$ cat config.mk
export PLATFORM = sky130hd
export DESIGN_NAME = rle_alpha_mask_decoder
export DESIGN_NICKNAME = d
export VERILOG_FILES = /design/src/rtl/ramd_pkg.sv /design/src/rtl/ramd_core.sv /design/src/rtl/ramd_res_fifo.sv /design/src/rtl/rle_alpha_mask_decoder.sv
export SDC_FILE = /design/constraint.sdc
export NUM_CORES = 2
export LEC_CHECK = 0
export CORE_MARGIN = 5
export CORE_UTILIZATION = 55
export CTS_BUF_LIST = sky130_fd_sc_hd__clkbuf_2 sky130_fd_sc_hd__clkbuf_4 sky130_fd_sc_hd__clkbuf_8
export CTS_CLUSTER_SIZE = 24
export DETAILED_ROUTE_END_ITERATION = 12
export DONT_BUFFER_PORTS = 1
export GPL_TIMING_DRIVEN = 0
export PLACE_DENSITY = 0.7
export SLEW_MARGIN = 20
export SYNTH_ARGS = -nofsm -noshare
export SYNTH_HDL_FRONTEND = slang
export SYNTH_SLANG_ARGS = --single-unit
$ cat constraint.sdc
create_clock -name clk -period 26.1 [get_ports clk]
set_input_delay 2.61 -clock clk [delete_from_list [all_inputs] [get_ports clk]]
set_output_delay 2.61 -clock clk [all_outputs]
set_load 0.01 [all_outputs]
$ cat src/rtl/ramd_pkg.sv
package ramd_pkg;

  localparam int LEN_BITS = 24;

  typedef enum logic [1:0] {
    PH_CMD  = 2'd0,
    PH_SKIP = 2'd1,
    PH_RUN  = 2'd2,
    PH_DONE = 2'd3
  } phase_t;

  typedef enum logic [2:0] {
    ERR_OK         = 3'd0,
    ERR_ZERO_SIZE  = 3'd1,
    ERR_TRAILING   = 3'd2,
    ERR_NO_SKIP    = 3'd3,
    ERR_SKIP_BEYOND = 3'd4,
    ERR_RUN_BEYOND = 3'd5,
    ERR_TRUNCATED  = 3'd6
  } err_t;

  typedef enum logic [1:0] {
    REG_WIDTH  = 2'd0,
    REG_HEIGHT = 2'd1,
    REG_LENGTH = 2'd2
  } reg_idx_t;

  localparam logic [7:0] CMD_SKIP = 8'd255;

  typedef struct packed {
    logic                is_status;
    logic [31:0]         pixel_index;
    logic [7:0]          alpha_value;
    logic [2:0]          error_code;
    logic [LEN_BITS-1:0] bytes_used;
    logic [31:0]         end_cursor;
    logic                last_result;
  } res_t;

  typedef struct packed {
    logic [1:0] cnt;
    res_t       first;
    res_t       second;
  } push_t;

endpackage

$ cat src/rtl/ramd_core.sv
module ramd_core (
  input  logic                         clk,
  input  logic                         rst_n,
  input  logic                         in_vld,
  input  logic [7:0]                   in_byte,
  input  logic                         room,
  input  logic [31:0]                  pix_total,
  input  logic [ramd_pkg::LEN_BITS-1:0] stream_len,
  output logic                         take,
  output ramd_pkg::push_t              push
);
  import ramd_pkg::*;

  phase_t              phase_r, phase_nxt;
  logic [7:0]          run_r, run_nxt;
  logic [31:0]         cursor_r, cursor_nxt;
  logic [LEN_BITS-1:0] seen_r, seen_nxt;

  logic [31:0]         pix_left;
  logic [LEN_BITS-1:0] seen_inc, bytes_left;
  logic                b_gt_pix, b_gt_bytes;
  logic                stop, pix_vld;
  err_t                stop_err;
  res_t                pix_res, stat_res;

  assign take = in_vld & room;

  always_comb begin
    pix_left   = (cursor_r >= pix_total) ? 32'd0 : pix_total - cursor_r;
    seen_inc   = seen_r + 1'b1;
    bytes_left = (seen_inc >= stream_len) ? '0 : stream_len - seen_inc;
    b_gt_pix   = 32'(in_byte) > pix_left;
    b_gt_bytes = LEN_BITS'(in_byte) > bytes_left;
  end

  // next state
  always_comb begin
    phase_nxt  = phase_r;
    run_nxt    = run_r;
    cursor_nxt = cursor_r;
    seen_nxt   = seen_r;
    stop       = 1'b0;
    stop_err   = ERR_OK;
    if (take) begin
      unique case (phase_r)
        PH_CMD: begin
          if (pix_total == 32'd0) begin
            stop = 1'b1; stop_err = ERR_ZERO_SIZE;
          end else if (seen_r >= stream_len) begin
            stop = 1'b1; stop_err = ERR_OK;
          end else if (cursor_r >= pix_total) begin
            stop = 1'b1; stop_err = ERR_TRAILING;
          end else begin
            seen_nxt = seen_inc;
            if (in_byte == CMD_SKIP) begin
              if (seen_inc >= stream_len) begin
                stop = 1'b1; stop_err = ERR_NO_SKIP;
              end else begin
                phase_nxt = PH_SKIP;
              end
            end else if (b_gt_pix) begin
              stop = 1'b1; stop_err = ERR_RUN_BEYOND;
            end else if (b_gt_bytes) begin
              stop = 1'b1; stop_err = ERR_TRUNCATED;
            end else if (in_byte != 8'd0) begin
              run_nxt   = in_byte;
              phase_nxt = PH_RUN;
            end
          end
        end
        PH_SKIP: begin
          seen_nxt = seen_inc;
          if (b_gt_pix) begin
            stop = 1'b1; stop_err = ERR_SKIP_BEYOND;
          end else begin
            cursor_nxt = cursor_r + 32'(in_byte);
            phase_nxt  = PH_CMD;
          end
        end
        PH_RUN: begin
          seen_nxt   = seen_inc;
          cursor_nxt = cursor_r + 32'd1;
          run_nxt    = run_r - 8'd1;
          if (run_r == 8'd1) phase_nxt = PH_CMD;
        end
        PH_DONE: begin
        end
      endcase
      // stream end after a completed command
      if (!stop && phase_nxt == PH_CMD && seen_nxt >= stream_len) begin
        stop     = 1'b1;
        stop_err = ERR_OK;
      end
      if (stop) phase_nxt = PH_DONE;
    end
  end

  // results
  always_comb begin
    pix_vld = take && (phase_r == PH_RUN);

    pix_res                 = '0;
    pix_res.pixel_index     = cursor_r;
    pix_res.alpha_value     = {in_byte[4:0], in_byte[4:2]};
    pix_res.last_result     = !stop;

    stat_res                 = '0;
    stat_res.is_status       = 1'b1;
    stat_res.error_code      = stop_err;
    stat_res.bytes_used      = seen_nxt;
    stat_res.end_cursor      = cursor_nxt;
    stat_res.last_result     = 1'b1;

    push.cnt    = {1'b0, pix_vld} + {1'b0, stop};
    push.first  = pix_vld ? pix_res : stat_res;
    push.second = stat_res;
  end

  always_ff @(posedge clk) begin
    if (!rst_n) begin
      phase_r  <= PH_CMD;
      run_r    <= 8'd0;
      cursor_r <= 32'd0;
      seen_r   <= '0;
    end else begin
      phase_r  <= phase_nxt;
      run_r    <= run_nxt;
      cursor_r <= cursor_nxt;
      seen_r   <= seen_nxt;
    end
  end

  a_done_silent: assert property (@(posedge clk) disable iff (!rst_n)
    phase_r == PH_DONE |-> push.cnt == 2'd0)
    else $error("result produced after status");

  a_run_nonzero: assert property (@(posedge clk) disable iff (!rst_n)
    phase_r == PH_RUN |-> run_r != 8'd0)
    else $error("run phase with empty run count");

  a_run_advance: assert property (@(posedge clk) disable iff (!rst_n)
    take && phase_r == PH_RUN |=> cursor_r == $past(cursor_r) + 32'd1)
    else $error("cursor did not advance on run byte");

  a_pair_order: assert property (@(posedge clk) disable iff (!rst_n)
    push.cnt == 2'd2 |-> !push.first.is_status && push.second.is_status)
    else $error("two results not pixel then status");

endmodule

$ cat src/rtl/ramd_res_fifo.sv
module ramd_res_fifo (
  input  logic            clk,
  input  logic            rst_n,
  input  ramd_pkg::push_t push,
  output logic            room,
  output logic            out_vld,
  input  logic            out_rdy,
  output ramd_pkg::res_t  out_res
);
  import ramd_pkg::*;

  res_t       mem [4];
  logic [1:0] wr_ptr_r, wr_ptr_nxt;
  logic [1:0] rd_ptr_r, rd_ptr_nxt;
  logic [2:0] count_r, count_nxt;
  logic       pop;

  // two free slots needed, since one beat can bring two results
  assign room    = count_r <= 3'd2;
  assign out_vld = count_r != 3'd0;
  assign out_res = mem[rd_ptr_r];
  assign pop     = out_vld & out_rdy;

  always_comb begin
    wr_ptr_nxt = wr_ptr_r + push.cnt;
    rd_ptr_nxt = rd_ptr_r + {1'b0, pop};
    count_nxt  = count_r + {1'b0, push.cnt} - {2'b00, pop};
  end

  always_ff @(posedge clk) begin
    if (push.cnt != 2'd0) mem[wr_ptr_r] <= push.first;
    if (push.cnt == 2'd2) mem[wr_ptr_r + 2'd1] <= push.second;
  end

  always_ff @(posedge clk) begin
    if (!rst_n) begin
      wr_ptr_r <= 2'd0;
      rd_ptr_r <= 2'd0;
      count_r  <= 3'd0;
    end else begin
      wr_ptr_r <= wr_ptr_nxt;
      rd_ptr_r <= rd_ptr_nxt;
      count_r  <= count_nxt;
    end
  end

  a_no_overflow: assert property (@(posedge clk) disable iff (!rst_n)
    count_r <= 3'd4)
    else $error("result queue overflow");

  a_push_room: assert property (@(posedge clk) disable iff (!rst_n)
    push.cnt != 2'd0 |-> count_r <= 3'd2)
    else $error("push without room");

  a_ptr_track: assert property (@(posedge clk) disable iff (!rst_n)
    count_r[1:0] == wr_ptr_r - rd_ptr_r)
    else $error("queue pointers disagree with count");

endmodule

$ cat src/rtl/rle_alpha_mask_decoder.sv
// channel  | handshake           | payload
// ---------+---------------------+-------------------------------------------
// input    | in_valid/in_ready   | in_code_byte
// result   | out_valid/out_ready | out_is_status .. out_last_result
// config   | psel/penable/pwrite | paddr, pwdata, prdata (pready tied high)
//
// one byte per cycle unless stalled: input register -> decode logic -> 4-entry result queue
// a byte giving a pixel and the stream status needs two result beats
// a byte passes the input register, then its first result beat is written into the queue
// synchronous active-low reset, no clearing pass; in_ready drops while a byte waits and the
// queue has fewer than two free entries, so stalls on out_ready back up into in_ready
module rle_alpha_mask_decoder (
  input  logic        clk,
  input  logic        rst_n,
  input  logic        in_valid,
  output logic        in_ready,
  input  logic [7:0]  in_code_byte,
  output logic        out_valid,
  input  logic        out_ready,
  output logic        out_is_status,
  output logic [31:0] out_pixel_index,
  output logic [7:0]  out_alpha_value,
  output logic [2:0]  out_error_code,
  output logic [ramd_pkg::LEN_BITS-1:0] out_bytes_used,
  output logic [31:0] out_end_cursor,
  output logic        out_last_result,
  input  logic        psel,
  input  logic        penable,
  input  logic        pwrite,
  input  logic [3:0]  paddr,
  input  logic [31:0] pwdata,
  output logic [31:0] prdata,
  output logic        pready
);
  import ramd_pkg::*;

  logic [15:0]         width_r, height_r;
  logic [LEN_BITS-1:0] len_r;
  logic [31:0]         pix_total_r;
  logic                in_vld_r;
  logic [7:0]          in_byte_r;
  logic                take, room, wr_en;
  reg_idx_t            reg_idx;
  push_t               push;
  res_t                res;

  assign pready  = 1'b1;
  assign reg_idx = reg_idx_t'(paddr[3:2]);
  assign wr_en   = psel & penable & pwrite & pready;

  always_comb begin
    prdata = 32'd0;
    case (reg_idx)
      REG_WIDTH:  prdata = {16'd0, width_r};
      REG_HEIGHT: prdata = {16'd0, height_r};
      REG_LENGTH: prdata = 32'(len_r);
      default:    prdata = 32'd0;
    endcase
  end

  always_ff @(posedge clk) begin
    if (!rst_n) begin
      width_r     <= 16'd0;
      height_r    <= 16'd0;
      len_r       <= LEN_BITS'(1);
      pix_total_r <= 32'd0;
    end else begin
      if (wr_en && reg_idx == REG_WIDTH)  width_r  <= pwdata[15:0];
      if (wr_en && reg_idx == REG_HEIGHT) height_r <= pwdata[15:0];
      if (wr_en && reg_idx == REG_LENGTH) len_r    <= pwdata[LEN_BITS-1:0];
      pix_total_r <= 32'(width_r) * 32'(height_r);
    end
  end

  // input register
  assign in_ready = !in_vld_r || take;

  always_ff @(posedge clk) begin
    if (!rst_n) begin
      in_vld_r <= 1'b0;
    end else if (in_ready) begin
      in_vld_r <= in_valid;
    end
  end

  always_ff @(posedge clk) begin
    if (in_ready && in_valid) in_byte_r <= in_code_byte;
  end

  ramd_core u_core (
    .clk        (clk),
    .rst_n      (rst_n),
    .in_vld     (in_vld_r),
    .in_byte    (in_byte_r),
    .room       (room),
    .pix_total  (pix_total_r),
    .stream_len (len_r),
    .take       (take),
    .push       (push)
  );

  ramd_res_fifo u_fifo (
    .clk     (clk),
    .rst_n   (rst_n),
    .push    (push),
    .room    (room),
    .out_vld (out_valid),
    .out_rdy (out_ready),
    .out_res (res)
  );

  assign out_is_status       = res.is_status;
  assign out_pixel_index     = res.pixel_index;
  assign out_alpha_value     = res.alpha_value;
  assign out_error_code      = res.error_code;
  assign out_bytes_used      = res.bytes_used;
  assign out_end_cursor      = res.end_cursor;
  assign out_last_result     = res.last_result;

endmodule
==> out/metrics.cfg <==
[synthesis]
synth_edf_count = 244
ys.flop_type = dfxtp_1
synth-seq-area-share = 0.353
synthAdderAreaFrac = 0.181
synthTopCellsByCount = 471 x nand2_1, 401 x nor2_1, 345 x inv_1
ys_ff_latch = 562
synth_warnings = 0
synth-async-reset-ratio = 0
synth-compound-area-share = 0.143
synth_area_sq_um = 38800
synth_top_family_by_area = adder cells
ys_top_cells_by_area = edfxtp_1 19%, dfxtp_1 16%, fa_1 10%, ha_1 7.9%, mux4_2 5.7%
synth_top_area_share = 0.189
synth.most_common_cell = nand2_1
muxShareOfSynthArea = 0.0729
yosysUniqueCellTypes = 96
synth.avg_cell_area_sq_um = 9.52
synth_area_leader_cell = edfxtp_1
synth-simple-area-share = 0.169
synth_xor_area_frac = 0.0207
synthCells = 4078

[sta]
max_freq_ghz = 0.0863
fin_worst_skew_ps = 60.6
min_period_ps = 11590
finalSetupViolations = 0
hold_viol = 0
slew_violations = 0
slew-limit-headroom = 0.266
finalCritPeriodShare = 0.444
rsz0062_at_grt = no
setup_tns_ps = 0
worst_slew_pin_slew_ps = 1090

[final_layout]
syn2layout_area_growth_pct = 8.94
n_fill_cell = 6054
final_util = 0.604
fin_nets = 4681
drive_above_1_share = 0.0815

[clock_tree]
insertion_delay_ps = 720
h-tree-depth = 3
holdBufCountCts = 0
clk_pin_slew_worst_paths_ps = 70
cts_root_buf = clkbuf_8
tritoncts = yes
clkSinkCount = 562
cts_buffers = 91
cts_buffer_depth = 3
postCtsSetupRepairBufs = 0
post_cts_resized = 0

[global_routing]
antenna_found_initial = 4
grt_max_degree = 43
grt_pass1_wl_mm = 182
grt.total_usage = 0.308
grt_pass1_vias = 31200
grt-ovfl-total = 0

[routing]
viasPerCell = 6.13
detail-route-antenna-nets = 0
dr.pass1.iters = 9
num_vias = 31900
wl_mm = 119
drtIter0Drc = 3264
drc_errors = 0
wl_per_cell_microns = 23.0

[critical_path]
setup.worst_path.start_class = flop
crit_slowest_cell = nor4_2
critPathMaxStageDelay_ps = 810
crit_path_frequent_cell = clkbuf_1
crit_required_ps = 26480
cp.arrival_ps = 11980
path_class = reg2reg
cp_max_fo = 42
end_kind = flop

[placed_design]
gp_congestion = 0.983
portBuffers = 0
dpl.hpwl_mm = 90.5

[power_and_ir_drop]
p_leak_uw = 0.0164
peakVddDrop_mv = 0.0532
finalPower_uw = 2430
power.density_nw_per_um2 = 57.4

[floorplanning]
boundaryPins = 187
rows = 97
core_area_sq_um = 70000
fp.dieW_microns = 276
dieArea_sq_um = 76000
initial_core_util = 0.555
fp.dieH_microns = 276

[flow_run]
cap_violations = 0

[worst_hold_path]
hold_path_class = reg2reg

[run_status]
status = finished clean

## stage by stage
stage | hold slack [ps] | area (sq um) | instances | setup WS (ps)
floorplan | 418 | 38900 | 4085 | 17190
global placement | 434 | 40000 | 5025 | 12880
detailed placement | 434 | 40200 | 5035 | 14800
CTS | 445 | 42300 | 5199 | 14740
global route | 478 | 42300 | 5200 | 13740
finish | 445 | 42300 | 5202 | 14510
## critical path: cells and delay by family (launching register included)
| family | cells | cell delay (ps) |
|---|---|---|
| xor gates and xnor gates | 1 | 190 |
| adders and majority gates | 5 | 1350 |
| and+or+nand+nor | 11 | 3000 |
| buffers and inverters | 7 | 2950 |
| DFF | 1 | 480 |
| AOI/OAI and AO/OA | 13 | 3240 |
## kinds of logic (layout without fill, tap and decap cells)
family                     Yosys count  count (layout)
DFF                                562             562
AOI/OAI and AO/OA                  814             814
muxes                              159             159
buffers and inverters              617             791
xor gates and xnor gates            87              87
adders and majority gates          443             443
and+or+nand+nor                   1394            1394
other                                2              12
## layout make-up
type / instances / area [sq um] / share of cell area
buffer: 270 / 1090 / 0.0258
timing repair buffer: 10 / 125 / 0.00296
multi-input combinational: 2906 / 22800 / 0.539
clock buffer: 136 / 1770 / 0.0417
clock inverter: 28 / 322 / 0.00760
tap: 940 / 1180 / 0.0278
antenna: 3 / 7.51 / 0.000177
inverter: 347 / 1310 / 0.0310
sequential: 562 / 13700 / 0.324
## path summary, 6_finish.rpt
path	endpoint	cells after the start	from	slack, ps
worst max-delay path	u_fifo.mem[0][57]	37	u_core.seen_r[1]	14510
worst min-delay path	u_fifo.mem[1][100]	2	u_fifo.mem[1][100]	450
worst max register to register	u_fifo.mem[0][57]	37	u_core.seen_r[1]	14510
worst min register to register	u_fifo.mem[1][100]	2	u_fifo.mem[1][100]	450
## where the power goes
part | internal, uW | total, uW | leakage, uW | switching [uW]
clock network | 487 | 859 | 0.00109 | 372
registers | 975 | 999 | 0.00476 | 24.4
logic | 189 | 572 | 0.0105 | 383
## registers in the layout, summed over array words and instances, names as in the netlist, 8 cells and up
signal,cells
pix_total_r,32
u_core.run_r,8
width_r,16
in_byte_r,8
u_core.cursor_r,32
len_r,24
u_core.seen_r,24
height_r,16
u_fifo.mem,392
## placed cells by master (no fill, tap or decap), types with 15 or more instances in the layout
cell type  instances
or4_1             18
and3_1            27
a21oi_1          217
a21o_1            36
inv_1            341
xnor2_1           52
buf_2             15
clkbuf_1         229
clkbuf_8         119
a31oi_1           23
dfxtp_1          318
o22ai_1           15
mux4_2            98
buf_1             15
clkbuf_4          17
fa_1             198
a22o_1           150
o21a_1            24
nor2b_1           27
nand3_1           69
mux2i_1           52
nor4_1            39
o21ai_0          145
nor3_1            60
a211oi_1          24
or3_1             21
ha_1             244
edfxtp_1         244
nand2_1          471
o211ai_1          18
xor2_1            32
nand2b_1          29
nor2_1           401
and2_1           128
nand4_1           38
## per-layer routing
metal / part of all wire / GRT usage
met2: 0.46 / 0.490
met4: 0.046 / 0.127
met1: 0.40 / 0.410
met3: 0.093 / 0.0682
met5: 0.00028 / 0
Power figures use the tool's default switching activity.
